===== src/rtl/dfa_pkg.sv =====
// ----------------------------------------------------------------------------
// dfa_pkg
// shared types and constants for the depth frame averager
// ----------------------------------------------------------------------------
package dfa_pkg;

    localparam int FRAME_WIDTH  = 640;
    localparam int FRAME_HEIGHT = 480;
    localparam int MAX_FRAMES   = 64;
    localparam int PIXELS       = FRAME_WIDTH * FRAME_HEIGHT;
    localparam int PIX_W        = $clog2(PIXELS);
    localparam int CNT_W        = $clog2(MAX_FRAMES + 1);
    localparam int FRM_W        = $clog2(MAX_FRAMES + 1);
    localparam int SUM_W        = 16 + CNT_W;

    typedef logic signed [15:0]      coord_t;
    typedef logic signed [SUM_W-1:0] sum_t;
    typedef logic [CNT_W-1:0]        cnt_t;
    typedef logic [PIX_W-1:0]        pix_t;
    typedef logic [18:0]             stat_t;

    typedef enum logic [2:0] {
        ST_IDLE,
        ST_READ,
        ST_ACC,
        ST_DIV,
        ST_OUT
    } state_t;

endpackage


===== src/rtl/dfa_div_lane.sv =====
// ----------------------------------------------------------------------------
// dfa_div_lane
// one lane: signed sum over unsigned count, truncating, restoring divider
// ----------------------------------------------------------------------------
module dfa_div_lane (
    input  logic          clk,
    input  logic          rst_n,
    input  logic          start,
    input  dfa_pkg::sum_t sum,
    input  dfa_pkg::cnt_t cnt,
    output logic          done,
    output dfa_pkg::sum_t quot
);
    import dfa_pkg::*;

    localparam int STEP_W = $clog2(SUM_W + 1);

    logic [SUM_W-1:0]  quo_reg, quo_next;
    logic [SUM_W-1:0]  rem_reg, rem_next;
    logic [CNT_W-1:0]  den_reg, den_next;
    logic              neg_reg, neg_next;
    logic [STEP_W-1:0] step_reg, step_next;
    logic              busy_reg, busy_next;
    logic [SUM_W:0]    trial;
    logic [SUM_W-1:0]  shifted;

    always_comb
    begin
        quo_next  = quo_reg;
        rem_next  = rem_reg;
        den_next  = den_reg;
        neg_next  = neg_reg;
        step_next = step_reg;
        busy_next = busy_reg;
        shifted   = {rem_reg[SUM_W-2:0], quo_reg[SUM_W-1]};
        trial     = {1'b0, shifted} - {{(SUM_W+1-CNT_W){1'b0}}, den_reg};
        if (start)
        begin
            neg_next  = sum[SUM_W-1];
            quo_next  = sum[SUM_W-1] ? SUM_W'(-sum) : sum;
            rem_next  = '0;
            den_next  = cnt;
            step_next = STEP_W'(SUM_W);
            busy_next = 1'b1;
        end
        else if (busy_reg)
        begin
            if (!trial[SUM_W])
                rem_next = trial[SUM_W-1:0];
            else
                rem_next = shifted;
            quo_next  = {quo_reg[SUM_W-2:0], ~trial[SUM_W]};
            step_next = step_reg - 1'b1;
            if (step_reg == STEP_W'(1))
                busy_next = 1'b0;
        end
    end

    always_ff @(posedge clk or negedge rst_n)
    begin
        if (!rst_n)
        begin
            busy_reg <= 1'b0;
            step_reg <= '0;
        end
        else
        begin
            busy_reg <= busy_next;
            step_reg <= step_next;
        end
    end

    always_ff @(posedge clk)
    begin
        quo_reg <= quo_next;
        rem_reg <= rem_next;
        den_reg <= den_next;
        neg_reg <= neg_next;
    end

    assign done = busy_reg && (step_reg == STEP_W'(1));
    assign quot = neg_reg ? sum_t'(-quo_reg) : sum_t'(quo_reg);

endmodule


===== config.mk =====
export PLATFORM = sky130hd
export DESIGN_NAME = dfa_div_lane
export DESIGN_NICKNAME = d
export VERILOG_FILES = /design/src/rtl/dfa_pkg.sv /design/src/rtl/dfa_div_lane.sv
export SDC_FILE = /design/constraint.sdc
export NUM_CORES = 1
export LEC_CHECK = 0
export BUFFER_PORTS_ARGS = -buffer_cell sky130_fd_sc_hd__buf_2
export CORE_ASPECT_RATIO = 0.7
export CORE_MARGIN = 2
export CORE_UTILIZATION = 55
export CTS_CLUSTER_DIAMETER = 40
export DETAILED_ROUTE_END_ITERATION = 16
export PLACE_DENSITY = 0.78
export SKIP_CTS_REPAIR_TIMING = 1
export SLEW_MARGIN = 20
export SYNTH_ARGS = -nofsm -noshare
export SYNTH_HDL_FRONTEND = slang
export SYNTH_SLANG_ARGS = --single-unit

===== constraint.sdc =====
create_clock -name clk -period 4.9 [get_ports clk]
set_clock_uncertainty 0.1 [all_clocks]
set_input_delay 0.735 -clock clk [delete_from_list [all_inputs] [get_ports clk]]
set_output_delay 0.735 -clock clk [all_outputs]
set_load 0.05 [all_outputs]

* Word-level counts from Yosys, hierarchy flattened
Cells that the tools add are included.
** Word-level totals
- Register bits :: 59
- Input bits :: 33
- Output and inout bits :: 24
- Logic and storage cells :: 24
** Cells by class
- $add $sub $neg :: 4
- Equality and inequality tests :: 1
- Mux-type cells :: 10
- Bitwise operators :: 1
- Reduce and logical (&&, ||, !) cells :: 2
** Operators by type and width (number)
- $mux 23 :: 4
- $neg 23->23 :: 2
- $sub 23x7->24 :: 1
- $mux 22 :: 1
- $mux 5 :: 2
- $eq 5x1->1 const B :: 1
- $sub 5x1->5 const B :: 1
- $mux 1 :: 3
- $reduce_bool 2->1 :: 1
- $logic_and 1x1->1 :: 1
- $not 1->1 :: 1

* Logic depth before layout (Yosys ltp)
Gate-level depths: netlist of run 1.
- Word-level depth :: 4
- Gate-level depth with buffers :: 9
- Gate-level depth less buffers :: 9

* Least setup slack after synthesis of run 1
Ideal clock, no wire load.
- Path type :: register -> output
- Start :: register quo_reg[5]
- End :: output quot[14]
- Data arrival time :: 2.085 ns
- Required time :: 4.065 ns
- Slack :: 1.980 ns
- Cell stages (with the launch flop) :: 6
- Buffers on the path :: 0
- Path through :: edfxtp_1 -> nor4_1 -> nand3_1 -> or2_2 -> o41ai_1 -> xnor2_1
** On the way
- Word-level cells in the longest chain between the ends :: 2
** Ends and longest elaborated chain
- from (decl) :: RTL line dfa_div_lane.sv:18 : logic [SUM_W-1:0] quo_reg, quo_next;
- from (signal assigned) :: RTL line dfa_div_lane.sv:75 : quo_reg <= quo_next;
- $neg 23->23 :: RTL line dfa_div_lane.sv:82 : assign quot = neg_reg ? sum_t'(-quo_reg) : sum_t'(quo_reg);
- $mux 23 :: RTL line dfa_div_lane.sv:82
- to (decl) :: RTL line dfa_div_lane.sv:12 : output dfa_pkg::sum_t quot
Every way passes these cells.

* Worst setup path in the final report of run 1
- Start :: register quo_reg[3]
- End :: output quot[22]
The elaborated chain is that of the path after synthesis.

==> results.toml, run 1 <==
[worst_setup_path]
start_kind = "flop"
cp.arrival_ps = 2840
critPathKind = "reg2out"
crit_family = "simple AND/OR/NAND/NOR gates"
cp_slowest_cell = "nor4_1"
path_max_fanout = 5
required_ps = 4070
reg2reg_depth = 6
crit_buf_inv = 1
worst-path-stages = 7
cpPeakStageDelay_ps = 640
cp-end-kind = "output pin"
path_cells = "nor4_1 > nand3_1 > nor2_1 > nand2_1 > o41ai_1 > xnor2_1 > buf_2"

[grt]
grt_pass1_vias = 3045
grt_max_degree = 53
grt_pass1_wl_um = 14700
gr-total-overflow = 0
grt_use_total_pct = 23.7
antenna_found_initial = 0

[floorplan]
fp.dieW_um = 106
die_area_um2 = 7940
core-area_um2 = 6880
row_count = 25
die_h_um = 75.2
io_pins = 57
initial_core_util_pct = 57.8

[place]
dp_hpwl_um = 6320
place_area_um2 = 4300
io_buffer_count = 56
place.gp.congestion = 0.899

[routing]
antenna_left = 0
firstDrtPassIters = 5
drt_first_iter_violations = 272
drt-total-wl_um = 8720
dr_total_vias = 3322
routed_via_density = 5.78
drc = 0
wl_per_cell_um = 15.2

[yosys]
ys_ff_latch = 59
synth_edf_count = 31
mappedNetlistArea_um2 = 3980
synth-warning-count = 0
yosysSeqAreaShare_pct = 38.2
synth_top_flop_cell = "edfxtp_1"
syn_inst = 429
syn-num-nets = 474
synth.distinct_cells = 55
ys_async_sr_fraction_pct = 10.2
syn_avg_cell_area_um2 = 9.27

[clocking]
clkLatencyLatePin_ps = 350
cts-buffers-inserted = 9
htree_levels = 3
cts_tree = "built"
clock-sinks = 59
clockRootBuffer = "clkbuf_8"
clock_path_buffers = 2
clk_pin_slew_ps = 80

[sta]
rsz0062_at_grt = "no"
fmax_mhz = 272
min_period_over_period_pct = 75.1
hold_viol = 0
relSlewSlack_pct = 41.1
final-max-slew-violation-count = 0
finalSetupTns_ps = 0
min_period_ps = 3680
tightest_slew_ps = 877
setup_viol = 0

[final_layout]
antenna_cells = 0
drive_above_1_share_pct = 21.6
design_area_um2 = 4490
syn_to_final_growth_pct = 12.8
largest_register_ff_count = 23
nets = 521

[status]
status = "complete, no violations"

[job]
drv_cap = 0

[power]
p_total_uw = 2190
p_leak_uw = 0.00175
powerDensity_nw_per_um2 = 487
peakVddDrop_mv = 0.265

[worst_hold_path]
hold_class = "in2async"
-- worst paths after layout --
check / from / to / slack (ps)
max: quo_reg[3]$_DFFE_PP_ / quot[22] / 1220
min: rst_n / step_reg[4]$_DFFE_PN0P_ / 90
max reg2reg: rem_reg[6]$_SDFFE_PP0P_ / rem_reg[1]$_SDFFE_PP0P_ / 2140
min reg2reg: rem_reg[5]$_SDFFE_PP0P_ / rem_reg[6]$_SDFFE_PP0P_ / 400
max in group asynchronous: rst_n / step_reg[3]$_DFFE_PN0P_ / 4460
min in group clk: rem_reg[5]$_SDFFE_PP0P_ / rem_reg[6]$_SDFFE_PP0P_ / 400
-- cell type report --
class | count | area (µm²)
fillers | 576 | 2390
multi-input cells | 331 | 2300
flip-flops and latches | 59 | 1520
repair buffers | 59 | 303
clock buffers | 10 | 149
well taps | 94 | 118
inverters | 16 | 60.1
clock inverters | 6 | 36.3
-- synth_stat cells (all sizes together) (13+ instances only) --
cell | number | area [µm²]
nand2b | 16 | 100
a21oi | 24 | 120
clkbuf | 19 | 71.3
edfxtp | 31 | 931
dfxtp | 22 | 440
nor2 | 54 | 203
a211oi | 24 | 200
xnor2 | 36 | 315
inv | 16 | 60.1
nand2 | 26 | 108
o21ai | 21 | 105
o31ai | 13 | 111
xor2 | 23 | 201
-- through the flow --
stage / worst slack (ps) / utilization [%] / instances / hold slack, ps
floorplan: 1980 / - / 429 / 339
global placement: 1720 / 62.5 / 559 / 399
detailed placement: 1690 / 62.5 / 559 / 403
CTS: 1300 / 65.2 / 575 / 81.8
global route: 987 / 65.2 / 575 / 85.3
finish: 1220 / 65.2 / 575 / 90.9
-- cells in the final DEF (no fill, tap or decap), types with 3 or more instances in the layout --
master	instances
buf_2	56
nor2_1	54
xnor2_1	36
edfxtp_1	31
nand2_1	24
a21oi_1	24
xor2_1	23
dfxtp_1	22
a211oi_1	20
o21ai_0	18
inv_1	16
nand2b_1	16
o31ai_1	12
or3_1	11
ha_1	11
nand3_1	9
clkbuf_8	9
dfrtp_1	6
nor4_1	5
mux2_2	5
nor3_1	4
o41ai_1	4
a211oi_2	4
or2_2	3
nor3b_1	3
or4_4	3
o21ai_1	3
mux2i_1	3
a31oi_1	3
clkinv_2	3
buf_4	3
-- power breakdown --
group,switching (µW),leakage (µW),total (µW),internal [µW]
combinational,591,0.00110,994,403
clock,206,0.000102,419,213
sequential,137,0.000556,774,636
-- logic make-up (layout without fill, tap and decap cells) --
group,count (synthesis),after routing,share of synthesized area (%)
XOR/XNOR,59,59,13.0
AND/OR/NAND/NOR,151,151,20.7
multiplexers,8,8,2.17
flip-flops,59,59,38.2
AO/OA/AOI/OAI,101,101,18.1
adder cells (fa/ha/maj),12,12,3.96
buffers and inverters,39,91,3.93
-- routing by layer --
| metal | part of all wire, % | track usage, % | vias up | wire [µm] |
|---|---|---|---|---|
| met4 | 1.5 | 8.48 | 0 | 132 |
| met2 | 44 | 36.6 | 116 | 3820 |
| li1 | - | - | 1638 | - |
| met3 | 8.0 | 5.71 | 18 | 695 |
| met1 | 47 | 33.1 | 1550 | 4070 |
| met5 | 0 | 0 | - | 0 |
Note: power is estimated with default switching activity, not from simulation.
==> run 2: changes to the inputs <==
==> constraint.sdc (replaced) <==
create_clock -name clk -period 3.39 [get_ports clk]
set_clock_uncertainty 0.1 [all_clocks]
set_input_delay 0.5085 -clock clk [delete_from_list [all_inputs] [get_ports clk]]
set_output_delay 0.5085 -clock clk [all_outputs]
set_load 0.05 [all_outputs]
==> run 2 against run 1 <==
Hold slack improved by 140 ps. Critical path depth did not move. Setup slack lost 990 ps. Sequential share of layout area about the same. Sequential power rose by 45%. Routed wire length grew 0.56%. Largest cell class unchanged. Largest power group unchanged. Utilization up 0.054 points. Count of clock-buffer cells in the layout is 1 higher. First-iteration DRC count down 15%. Global-route usage about the same. Critical path type unchanged.
==> results.toml, run 2 (synthesis gave the netlist of run 1 again) <==
[place]
placedCellCount = 561
dp_hpwl_um = 6390
place.gp.congestion = 0.905
io_buffer_count = 56

[clocking]
clock-sinks = 59
cts-buffers-inserted = 9
cts_tree = "built"
clockRootBuffer = "clkbuf_8"
clkLatencyLatePin_ps = 350
htree_levels = 3
clk_pin_slew_ps = 60
clock_path_buffers = 2

[final_layout]
layoutNonFillerInstCount = 578
nets = 524
layout_common_cells = "buf_2 (56), nor2_1 (54), xnor2_1 (36)"
largest_register_ff_count = 23
drive_above_1_share_pct = 20.7
fin_util_pct = 65.3
syn_to_final_growth_pct = 12.9
antenna_cells = 0
mostFrequentLayoutCell = "buf_2"

[routing]
dr_total_vias = 3317
firstDrtPassIters = 5
routed_via_density = 5.74
wl_per_cell_um = 15.2
drt_first_iter_violations = 232
antenna_left = 0
drc = 0
drt-total-wl_um = 8770

[sta]
min_period_ps = 3160
fmax_mhz = 317
rsz0062_at_grt = "no"
hold_viol = 0
finalSetupTns_ps = 0
min_period_over_period_pct = 93.1
setup_viol = 0
tightest_slew_ps = 744
holdWs_ps = 234
final-max-slew-violation-count = 0
relSlewSlack_pct = 50.4

[floorplan]
initial_core_util_pct = 57.8
core-area_um2 = 6880
io_pins = 57
die_area_um2 = 7940
row_count = 25
die_h_um = 75.2
fp.dieW_um = 106

[power]
p_leak_uw = 0.00175
switching_power_uw = 1310
powerDensity_nw_per_um2 = 686
swShare_pct = 42.6
p_int_uw = 1770
seqPwrFrac_pct = 36.4
p_total_uw = 3080
clkPwrFrac_pct = 16.8
peakVddDrop_mv = 0.372
p_comb_share_pct = 46.8

[grt]
antenna_found_initial = 0
grt_use_total_pct = 23.7
grt_pass1_wl_um = 14700
grt_pass1_vias = 3124
gr-total-overflow = 0
grt_max_degree = 60

[status]
status = "complete, no violations"

[worst_hold_path]
hold_class = "in2reg"

[worst_setup_path]
path_max_fanout = 4
start_kind = "flop"
required_ps = 2780
cp.arrival_ps = 2550
cp-end-kind = "output pin"
critPathKind = "reg2out"

[job]
drv_cap = 0
-- run 2: cell count changes in the layout (fill, tap and decap cells not counted), sizes merged --
cell and delta:
clkbuf +1, inv -2, clkinv +1, dlygate4sd3 +1, buf +2
-- run 2: critical path, cell delays in order (launching register included) --
cell	delay [ps]
edfxtp_1	440
nor4_1	330
buf_4	180
nand3_1	140
or2_2	350
o41ai_1	310
xnor2_1	170
buf_2	280
-- run 2: layout make-up --
cell class,count,area (µm²)
Tap cell,94,118
Clock buffer,11,131
Clock inverter,5,20.0
Timing Repair Buffer,62,340
Fill cell,599,2390
Multi-Input combinational cell,331,2300
Inverter,16,60.1
Sequential cell,59,1520
-- run 2: layer usage --
metal | up-vias | routed length [µm] | global-route usage [%] | part of all wire [%]
met1 | 1568 | 4130 | 30.8 | 47
met5 | - | 0 | 0 | 0
met3 | 13 | 529 | 7.10 | 6.0
met2 | 89 | 3990 | 38.6 | 45
met4 | 0 | 123 | 8.04 | 1.4
li1 | 1647 | - | - | -
-- run 2: path summary, 6_finish.rpt --
| check | from | end | slack [ps] | depth (start not counted) |
|---|---|---|---|---|
| min | cnt[0] | den_reg[0]$_DFFE_PP_ | 230 | 1 |
| max | quo_reg[5]$_DFFE_PP_ | quot[14] | 230 | 7 |
| max in group asynchronous | rst_n | step_reg[3]$_DFFE_PN0P_ | 2640 | 2 |
| min in group asynchronous | rst_n | step_reg[1]$_DFFE_PN0P_ | 400 | 2 |
| max reg2reg | quo_reg[22]$_DFFE_PP_ | rem_reg[8]$_SDFFE_PP0P_ | 830 | 9 |
| min reg2reg | rem_reg[19]$_SDFFE_PP0P_ | rem_reg[19]$_SDFFE_PP0P_ | 420 | 2 |
-- run 2: metrics by stage --
step | instance area [µm²] | setup slack, ps
floorplan | 3980 | 697
global placement | 4330 | 688
detailed placement | 4330 | 617
CTS | 4480 | 223
global route | 4490 | 61.9
finish | 4490 | 233
-- run 2: power by group through the flow --
stage | clock [µW] | sequential [µW] | combinational (µW)
2_1_floorplan | 0 | 1070 | 1200
3_3_place_gp | 0 | 1120 | 1400
3_5_place_dp | 0 | 1130 | 1440
4_1_cts | 536 | 1120 | 1450
5_1_grt | 563 | 1140 | 1590
6_report | 517 | 1120 | 1440
