`src/rtl/dfa_pkg.sv`:
```
// ----------------------------------------------------------------------------
// dfa_pkg
// shared types and constants for the depth frame averager
// ----------------------------------------------------------------------------
package dfa_pkg;

    localparam int FRAME_WIDTH  = 640;
    localparam int FRAME_HEIGHT = 480;
    localparam int MAX_FRAMES   = 64;
    localparam int PIXELS       = FRAME_WIDTH * FRAME_HEIGHT;
    localparam int PIX_W        = $clog2(PIXELS);
    localparam int CNT_W        = $clog2(MAX_FRAMES + 1);
    localparam int FRM_W        = $clog2(MAX_FRAMES + 1);
    localparam int SUM_W        = 16 + CNT_W;

    typedef logic signed [15:0]      coord_t;
    typedef logic signed [SUM_W-1:0] sum_t;
    typedef logic [CNT_W-1:0]        cnt_t;
    typedef logic [PIX_W-1:0]        pix_t;
    typedef logic [18:0]             stat_t;

    typedef enum logic [2:0] {
        ST_IDLE,
        ST_READ,
        ST_ACC,
        ST_DIV,
        ST_OUT
    } state_t;

endpackage

```
`src/rtl/dfa_merge.sv`:
```
// ----------------------------------------------------------------------------
// dfa_merge
// combines lane quotients: x and y negation, saturation, the pixel valid flag used by the statistics
// ----------------------------------------------------------------------------
module dfa_merge (
    input  dfa_pkg::sum_t  qx,
    input  dfa_pkg::sum_t  qy,
    input  dfa_pkg::sum_t  qz,
    input  dfa_pkg::cnt_t  cnt,
    output dfa_pkg::coord_t ax,
    output dfa_pkg::coord_t ay,
    output dfa_pkg::coord_t az,
    output logic           pvalid
);
    import dfa_pkg::*;

    function automatic coord_t sat16(input logic signed [SUM_W:0] v);
        coord_t r;
        if (v > (SUM_W+1)'(32767))
            r = 16'sh7fff;
        else if (v < -(SUM_W+1)'(32768))
            r = 16'sh8000;
        else
            r = v[15:0];
        return r;
    endfunction

    assign pvalid = (cnt != '0);
    assign ax = pvalid ? sat16(-{qx[SUM_W-1], qx}) : '0;
    assign ay = pvalid ? sat16(-{qy[SUM_W-1], qy}) : '0;
    assign az = pvalid ? sat16({qz[SUM_W-1], qz}) : '0;

endmodule

```
`config.mk`:
```
export PLATFORM = sky130hd
export DESIGN_NAME = dfa_merge
export DESIGN_NICKNAME = d
export VERILOG_FILES = /design/src/rtl/dfa_pkg.sv /design/src/rtl/dfa_merge.sv
export SDC_FILE = /design/constraint.sdc
export NUM_CORES = 1
export LEC_CHECK = 0
export BUFFER_PORTS_ARGS = -buffer_cell sky130_fd_sc_hd__buf_2
export CORE_ASPECT_RATIO = 1.1
export CORE_MARGIN = 4
export CORE_UTILIZATION = 38
export DETAILED_ROUTE_END_ITERATION = 12
export GPL_ROUTABILITY_DRIVEN = 0
export PLACE_DENSITY = 0.84
export SYNTH_ARGS = -nofsm -noshare
export SYNTH_HDL_FRONTEND = slang
export SYNTH_SLANG_ARGS = --single-unit
```
`constraint.sdc`:
```
create_clock -name vclk -period 2.11
set_input_delay 0.1055 -clock vclk [all_inputs]
set_output_delay 0.1055 -clock vclk [all_outputs]
set_load 0.02 [all_outputs]
```
# After elaboration in Yosys (flattened, before gate mapping)
# Cells that the tools add are included.
[totals]
wordCells = 18
mem_bits_ro = 0
latch_bits = 0
register_bits = 0
mem_bits_rw = 0
memories = 0
[op_classes]
n_reduce_logical = 1
n_shift = 0
n_lt_le_gt_ge = 6
n_mul = 0
muxes = 9
n_addsub = 2
bitwise = 0
n_div = 0
eq_ne = 0
[ops]
columns = ["op", "n"]
rows = [
  ["16-bit 2-to-1 mux", 9],
  ["24-bit by 16-bit > comparator with 1-bit output (second input constant)", 2],
  ["24-bit by 16-bit less-than comparator with 1-bit output (second input constant)", 2],
  ["24-bit negation", 2],
  ["23-bit by 16-bit > comparator with 1-bit output (second input constant)", 1],
  ["23-bit by 16-bit less-than comparator with 1-bit output (second input constant)", 1],
  ["7-bit nonzero test", 1],
]

# Logic depth before layout (Yosys ltp)
# Gate-level depths: netlist of run 1.
[logic_depth]
word_depth = 5
mapped_depth = 10
ltp_nobuf = 8

# Worst setup path before layout of run 1
# OpenSTA, ideal clock, no wires.
[synth_path]
kind = "input port to output port"
start = "input port qx[19]"
end = "output port ax[2]"
path_stages = 6
setup_slack_ps = -389
required_ps = 2004
arrival_ps = 2393
path_cell_list = "or4_4 > or4_4 > o21a_1 > nor4_2 > a41oi_2 > o31ai_1"
[synth_via]
elab_chain_cells = 5
elab_cells_between_ends = 6
[synth_lines]
columns = ["item", "line_no", "source"]
rows = [
  ["start, declared", "dfa_merge.sv:6", "input dfa_pkg::sum_t qx,"],
  ["24-bit negation *", "dfa_merge.sv:29", "assign ax = pvalid ? sat16(-{qx[SUM_W-1], qx}) : '0;"],
  ["24-bit by 16-bit less-than comparator with 1-bit output", "dfa_merge.sv:21", "else if (v < -(SUM_W+1)'(32768))"],
  ["16-bit 2-to-1 mux", "dfa_merge.sv:21", ""],
  ["16-bit 2-to-1 mux *", "dfa_merge.sv:19", "if (v > (SUM_W+1)'(32767))"],
  ["16-bit 2-to-1 mux *", "dfa_merge.sv:29", ""],
  ["end, declared", "dfa_merge.sv:10", "output dfa_pkg::coord_t ax,"],
]
# Mark *: on every way between the ends. The rest lies on a longest branch, timed or not.

# Worst setup path after layout of run 1
[layout_path]
start = "input port qx[19]"
end = "output port ax[3]"
# The elaborated chain is that of the path after synthesis.

==> metrics.yaml, run 1 <==
setup_path:
  slowest_stage: "or4_4"
  crit_path_end_kind: "output pin"
  critical_path_arrival_ps: 2550
  critPathRequiredTime_ps: 2000
  worstSetupStartpointType: "primary input"
  path_cells: "buf_6 > or4_4 > or4_4 > o21a_1 > nor4_2 > a41oi_2 > buf_6 > o31ai_2 > buf_4"
  crit_fanout: 5
  critical_path.max_stage_delay_ps: 530
  path_class: "primary input to output pin"
sta:
  finalHoldViolCount: 0
  hold_slack_ps: 546
  rsz0062_at_grt: "true"
  max_freq_mhz: 377
  setup_viol_count_final: 30
  slew_viol_final: 0
  max_slew_margin_pct: 30.1
  fin_crit_ps: 2650
  tightest_slew_ps: 1050
  timing.final.crit_share_pct: 126
  setup_slack_ps: -542
synth:
  synth_most_common_cell: "nor2_1"
  seq_area_frac_synth_pct: 0
  ys_top_cells_by_count: "nor2_1 (46), nand2_1 (16), nor3_1 (16), o22ai_1 (16), xor2_1 (13)"
  synth_cells: 250
  ys_types: 54
  ys_warn_count: 0
  synth_area_leaders: "nor2_1 (11%), xor2_1 (7.1%), xnor2_1 (6.5%)"
  syn-cell-area_um2: 1610
  synth_top_area_share_pct: 10.7
  yosys.area.top_type: "nor2_1"
  syn_nets: 328
  syn_avg_cell_area_um2: 6.44
pwr:
  switchingPower_w: 0.000384
  power_frac_clock_pct: 0
  switching_share_pct: 52.0
  peakVddDrop_mv: 0.130
  p_per_area_nw_per_um2: 209
  p_int_w: 0.000354
  seqPwrFrac_pct: 0
  p_leak_nw: 1.50
  power_frac_comb_pct: 100.0
drt:
  drtIter0Drc: 171
  first_pass_iters: 4
  top_layer_used: "met4"
  wl_per_cell_um: 17.9
  wirelength_um: 8710
  vias_per_cell: 5.90
  drc: 0
  met1_length_um: 2990
  wl_met2_um: 4790
  vias: 2867
  dr_wl_met3_um: 648
  ant_nets: 0
final_layout:
  nNetsFinal: 514
  nFillCells: 211
  final_cells: 486
  seq_cell_count: 0
  regArea_um2: 0
  antenna_cells: 0
  multi_input_area_um2: 1960
  nClkBuffers: 0
  final_area_um2: 3520
  fin_util_pct: 87.6
  drive_gt1_share_pct: 59.2
  area_delta_synth_final_pct: 119
clocking:
  cts_hold_buf: 0
run_status:
  violations: "setup timing"
  status: "finished, violations left"
global_route:
  grt_max_degree: 16
  antenna_found_initial: 0
  grt_pass1_wl_um: 13400
  track_usage_pct: 29.2
  grt_pass1_vias: 2971
  gr-total-overflow: 0
run:
  drv_cap: 0
placement:
  placedCellCount: 478
  hpwl_um: 6080
  dpl_cell_area_um2: 3190
  io_buffers: 125
floorplan:
  num_rows: 24
  start_util_pct: 40.0
  fp.dieW_um: 70.1
  io_pins: 125
  die_h_um: 76.3
  dieArea_um2: 5340
  coreArea_um2: 4020
min_path:
  min_path_type: "primary input to output pin"
==> worst max-delay path, delay by kind of cell <==
kind                   cells  cell delay [ps]
AOI/OAI and AO/OA          3              700
buffers and inverters      3              480
and+or+nand+nor            3             1250
==> worst paths after layout <==
check | start | end | cells after the start
setup / recovery | qx[19] | ax[3] | 9
hold / removal | qz[11] | az[11] | 4
==> through the flow <==
step	setup TNS (ps)	worst slack, ps	power, W
4_1_cts	-9460	-470	0.000702
3_3_place_gp	-11200	-446	0.000619
5_1_grt	-12890	-604	0.000782
6_report	-11230	-542	0.000738
3_5_place_dp	-13730	-605	0.000637
2_1_floorplan	-7620	-337	0.000348
==> routing by layer <==
metal  vias up  track usage [%]
met3        33             4.62
met4         0             6.70
met2       169             59.4
met1      1340             30.3
li1       1325                -
met5         -                0
==> power groups by stage <==
stage | sequential [W] | combinational (W) | clock, W
6_report | 0 | 0.000738 | 0
5_1_grt | 0 | 0.000782 | 0
4_1_cts | 0 | 0.000702 | 0
3_5_place_dp | 0 | 0.000637 | 0
3_3_place_gp | 0 | 0.000619 | 0
2_1_floorplan | 0 | 0.000348 | 0
==> area by class of cell <==
cell class / count / share of cell area (%)
multi-input combinational: 230 / 55.5
timing repair buffer: 198 / 41.4
inverter: 6 / 1.21
tap: 52 / 1.85
==> cells in the final DEF, fill, tap and decap left out, types with 5 or more instances in the layout <==
| cell | netlist | layout |
|---|---|---|
| o22ai_4 | 0 | 15 |
| nor4_1 | 10 | 8 |
| nand3_1 | 7 | 7 |
| nor3_1 | 16 | 14 |
| nand2_1 | 16 | 16 |
| buf_6 | 1 | 30 |
| o21ai_0 | 5 | 5 |
| buf_4 | 0 | 71 |
| buf_2 | 3 | 90 |
| nor2_1 | 46 | 46 |
| nand4_1 | 5 | 5 |
| o31ai_4 | 0 | 9 |
| xnor2_1 | 12 | 12 |
| xor2_1 | 13 | 13 |
| or3_1 | 6 | 5 |
==> cell families after synthesis <==
family / synth area share (%)
compound gates: 29.5
xor+xnor: 13.6
fa+ha+maj: 1.55
buf+inv: 5.36
mux: 0.622
simple gates: 49.3
==> what timing repair did <==
| action | CTS | global route |
|---|---|---|
| gates resized for setup | 58 | 17 |
| gates cloned | 2 | 0 |
| setup buffers | 3 | 3 |
| setup endpoints to repair | 30 | 30 |
| hold endpoints to repair | 0 | 0 |
| pin swaps | 7 | 5 |
(Power assumes the default switching activity.)
==> inputs of run 2 (changes only) <==
SLEW_MARGIN = 20   (was not set)
clock period = 2.2 ns   (was 2.11 ns; I/O delays follow)
==> run 2 against run 1 <==
Compared with the run above: the run still ends with setup timing left; final cell count down 0.62%; non-clock buffer count down 3; total power down 3.2%; global-route usage down 0.53 points; routed wire length up 1.0%; critical path depth unchanged; utilization down 0.062 points; largest cell class unchanged.
==> metrics.yaml, run 2 (synthesis results as in run 1) <==
clocking:
  cts_hold_buf: 0  # unchanged
drt:
  vias_per_cell: 6.00  # +1.7%
  wirelength_um: 8800  # +1.0%
  first_pass_iters: 5  # +1
  ant_nets: 0  # unchanged
  drtIter0Drc: 311  # +82%
  drc: 0  # unchanged
  wl_per_cell_um: 18.2  # +1.6%
  vias: 2899  # +1.1%
floorplan:
  dieArea_um2: 5340  # unchanged
  fp.dieW_um: 70.1  # unchanged
  num_rows: 24  # unchanged
  die_h_um: 76.3  # unchanged
  io_pins: 125  # unchanged
  coreArea_um2: 4020  # unchanged
  start_util_pct: 40.0  # unchanged
run_status:
  violations: "setup timing"
  status: "finished, violations left"
setup_path:
  path_class: "primary input to output pin"
  crit_fanout: 8  # +3
  critical_path_arrival_ps: 2540  # about the same
  crit_path_end_kind: "output pin"
  worstSetupStartpointType: "primary input"
  critPathRequiredTime_ps: 2090  # +90 ps
sta:
  fin_tns_setup_ps: -11080  # +149 ps
  tightest_slew_ps: 1070  # +21.3 ps
  max_freq_mhz: 377
  setup_slack_ps: -454  # +88.4 ps
  hold_slack_ps: 553  # +7.31 ps
  rsz0062_at_grt: "true"
  fin_crit_ps: 2650
  slew_viol_final: 0  # unchanged
  setup_viol_count_final: 30  # unchanged
  timing.final.crit_share_pct: 121
  max_slew_margin_pct: 28.7  # -1.4 points
  finalHoldViolCount: 0  # unchanged
placement:
  io_buffers: 125  # unchanged
  dpl_cell_area_um2: 3100  # -3.0%
  post-place-ws_ps: -420  # +184 ps
  hpwl_um: 5680  # -6.5%
final_layout:
  nClkBuffers: 0  # unchanged
  layout_commonest_cell: "buf_2"
  nNetsFinal: 511  # -0.58%
  antenna_cells: 0  # unchanged
  final_cell_mix: "buf_2 (89), buf_4 (64), nor2_1 (46)"
  regArea_um2: 0  # unchanged
  multi_input_area_um2: 1960  # about the same
  drive_gt1_share_pct: 58.0  # -1.2 points
  final_area_um2: 3520  # about the same
  seq_cell_count: 0  # unchanged
  nFillCells: 200  # -5.2%
  area_delta_synth_final_pct: 119  # about the same
pwr:
  total_power_w: 0.000714  # -3.2%
  p_int_w: 0.000339  # -4.2%
  switchingPower_w: 0.000375  # -2.2%
  power_frac_clock_pct: 0  # unchanged
  power_frac_comb_pct: 100.0  # about the same
  switching_share_pct: 52.5  # +0.53 points
  p_leak_nw: 1.49  # -0.93%
  p_per_area_nw_per_um2: 203  # -3.1%
  peakVddDrop_mv: 0.165  # +27%
  seqPwrFrac_pct: 0  # unchanged
min_path:
  min_path_type: "primary input to output pin"
global_route:
  antenna_found_initial: 0  # unchanged
  gr-total-overflow: 0  # unchanged
  grt_pass1_wl_um: 13200  # -1.7%
  grt_pass1_vias: 2883  # -3.0%
  track_usage_pct: 28.7  # -0.53 points
  grt_max_degree: 16  # unchanged
run:
  drv_cap: 0  # unchanged
run 2: repair_timing:
action / 4_1_cts / 5_1_grt
pin swaps: 12 / 9
hold endpoints to repair: 0 / 0
gates resized for setup: 73 / 13
gates cloned: 1 / 1
buffers inserted: 2 / 5
setup endpoints to repair: 30 / 30
run 2: layout make-up:
| cell class | count | share of cell area [%] |
|---|---|---|
| Multi-Input combinational cell | 230 | 55.5 |
| Timing Repair Buffer | 195 | 41.6 |
| Tap cell | 52 | 1.85 |
| Inverter | 6 | 0.995 |
run 2: worst paths after layout:
check                   from  endpoint  slack (ps)  cells past startpoint
worst max-delay path  qx[19]     ax[4]        -450                      9
worst min-delay path   qz[7]     az[7]         550                      4
run 2: power groups by stage:
stage | sequential, W | combinational (W) | clock, W
floorplan | 0 | 0.000320 | 0
global placement | 0 | 0.000571 | 0
detailed placement | 0 | 0.000585 | 0
CTS | 0 | 0.000665 | 0
global route | 0 | 0.000755 | 0
finish | 0 | 0.000714 | 0
run 2: layer usage:
| metal | GRT usage, % | up-vias | routed length, um |
|---|---|---|---|
| met5 | 0 | - | 0 |
| met4 | 6.32 | 0 | 341 |
| met3 | 3.69 | 39 | 753 |
| met2 | 58.5 | 198 | 4660 |
| met1 | 30.1 | 1343 | 3040 |
| li1 | - | 1319 | - |
run 2: per-stage QoR:
| step | instances | utilization [%] |
|---|---|---|
| after floorplan | 250 | - |
| after global placement | 474 | 77.0 |
| after detailed placement | 474 | 77.0 |
| after CTS | 477 | 84.3 |
| after global routing | 483 | 87.5 |
| final | 483 | 87.5 |
run 2: worst max-delay path, cell delays in order:
cell and delay (ps):
buf_6 90, or4_4 530, or4_4 440, o21a_1 210, nor4_2 300, a41oi_2 250, buf_12 230, o31ai_4 230
buf_6 150
==> inputs of run 3 (changes only) <==
CORE_ASPECT_RATIO = not set   (was 1.1)
SLEW_MARGIN = not set   (was 20)
==> run 3 against run 2 <==
Compared with the run above: the flow still finishes with violations (setup timing); first-iteration DRC count decreased by 36%; sequential share of layout area unchanged; setup slack got worse by 94 ps; routed wire length up 4.3%; count of clock-buffer cells in the layout is the same; non-clock buffer count fell by 5; final cell count fell by 1.4%; die area about the same; cell area increased by 0.39%; critical path depth unchanged; critical path type unchanged; largest power group unchanged; highest routed layer unchanged.
==> metrics.yaml, run 3 (synthesis results as in run 1) <==
final_layout:
  nFillCells: 202  # +1.0%
  nNetsFinal: 506  # -0.98%
  seq_cell_count: 0  # unchanged
  final_cell_mix: "buf_2 (88), buf_4 (56), nor2_1 (46)"
  drive_gt1_share_pct: 58.7  # +0.68 points
  antenna_cells: 0  # unchanged
  layout_commonest_cell: "buf_2"
  fin_util_pct: 87.1  # -0.39 points
  nClkBuffers: 0  # unchanged
  multi_input_area_um2: 2000  # +2.3%
  area_delta_synth_final_pct: 120
  regArea_um2: 0  # unchanged
global_route:
  gr-total-overflow: 0  # unchanged
  grt_pass1_vias: 3074  # +6.6%
  grt_pass1_wl_um: 13500  # +2.1%
  grt_max_degree: 16  # unchanged
  track_usage_pct: 31.0  # +2.4 points
  antenna_found_initial: 0  # unchanged
placement:
  io_buffers: 125  # unchanged
  hpwl_um: 5740  # +0.94%
setup_path:
  crit_fanout: 5  # -3
  worstSetupStartpointType: "primary input"
  slowest_stage: "or4_4"
  critPathRequiredTime_ps: 2090  # about the same
  crit_path_end_kind: "output pin"
  path_buf_inv: 3  # unchanged
  critical_path.max_stage_delay_ps: 540  # about the same
  path_class: "primary input to output pin"
  path_cells: "buf_6 > or4_4 > or4_4 > o21a_1 > nor4_2 > a41oi_2 > clkbuf_16 > o31ai_4 > buf_6"
  cp_top_family: "simple AND/OR/NAND/NOR gates"
  critical_path_arrival_ps: 2640  # +100 ps
sta:
  setup_viol_count_final: 30  # unchanged
  hold_slack_ps: 555  # +1.23 ps
  fin_crit_ps: 2750  # +93.9 ps
  tightest_slew_ps: 1000  # -68.8 ps
  rsz0062_at_grt: "true"
  max_freq_mhz: 364  # -3.4%
  slew_viol_final: 0  # unchanged
  timing.final.crit_share_pct: 125  # +4.3 points
  max_slew_margin_pct: 33.3  # +4.6 points
  setup_slack_ps: -548  # -93.9 ps
  finalHoldViolCount: 0  # unchanged
floorplan:
  coreArea_um2: 4060  # +0.84%
  io_pins: 125  # unchanged
  fp.dieW_um: 73.1  # +4.3%
  num_rows: 23  # -4.2%
  die_h_um: 73.1  # -4.2%
  dieArea_um2: 5340  # about the same
  start_util_pct: 39.7  # -0.33 points
pwr:
  switching_share_pct: 53.0  # +0.52 points
  seqPwrFrac_pct: 0  # unchanged
  power_frac_comb_pct: 100.0  # about the same
  switchingPower_w: 0.000377  # +0.56%
  peakVddDrop_mv: 0.140  # -15%
  p_leak_nw: 1.50  # +0.39%
  p_per_area_nw_per_um2: 201  # -0.81%
  p_int_w: 0.000334  # -1.5%
  power_frac_clock_pct: 0  # unchanged
drt:
  drtIter0Drc: 200  # -36%
  drc: 0  # unchanged
  vias_per_cell: 6.07  # +1.2%
  wl_per_cell_um: 19.3  # +5.8%
  ant_nets: 0  # unchanged
  wirelength_um: 9170  # +4.3%
  first_pass_iters: 5  # unchanged
  vias: 2891  # -0.28%
run:
  drv_cap: 0  # unchanged
run_status:
  status: "finished, violations left"
  violations: "setup timing"
min_path:
  min_path_type: "primary input to output pin"
[run 3: changes by cell type in the layout (fill, tap and decap cells not counted), sizes merged]
cell,change
buf,-5
[run 3: what timing repair did]
item / 4_1_cts / 5_1_grt
hold buffers: 0 / 0
pin swaps: 18 / 9
gates resized for setup: 85 / 12
setup buffers: 4 / 2
gates cloned: 2 / 1
endpoints found under the setup margin: 30 / 30
[run 3: worst paths after layout]
path / cells past startpoint / start / slack [ps] / to
worst max-delay path: 9 / qx[19] / -550 / ax[0]
worst min-delay path: 4 / qz[11] / 550 / az[11]
[run 3: routing by layer]
layer  GRT usage (%)  vias up  part of all wire, %
met5               0        -                    0
met4            17.4        0                  6.0
met3            6.20       51                  8.4
met2            60.5      197                   51
met1            29.4     1338                   34
li1                -     1305                    -
[run 3: area by class of cell]
class,count,share of cell area [%]
multi-input cells,230,56.6
repair buffers,190,40.6
well taps,50,1.77
inverters,6,0.991
[run 3: power groups by stage]
stage / Sequential, W / Clock [W] / Combinational, W
after detailed placement: 0 / 0 / 0.000578
after global routing: 0 / 0 / 0.000749
after CTS: 0 / 0 / 0.000666
after floorplan: 0 / 0 / 0.000320
final: 0 / 0 / 0.000711
after global placement: 0 / 0 / 0.000563
[run 3: metrics by stage]
step | area (um2) | TNS [ps] | std cells | setup WS (ps) | power (W)
floorplan | 1980 | -5380 | 250 | -256 | 0.000320
global placement | 3050 | -8610 | 467 | -363 | 0.000563
detailed placement | 3050 | -9750 | 467 | -460 | 0.000578
CTS | 3440 | -7050 | 473 | -446 | 0.000666
global route | 3530 | -11760 | 476 | -616 | 0.000749
finish | 3530 | -10270 | 476 | -548 | 0.000711
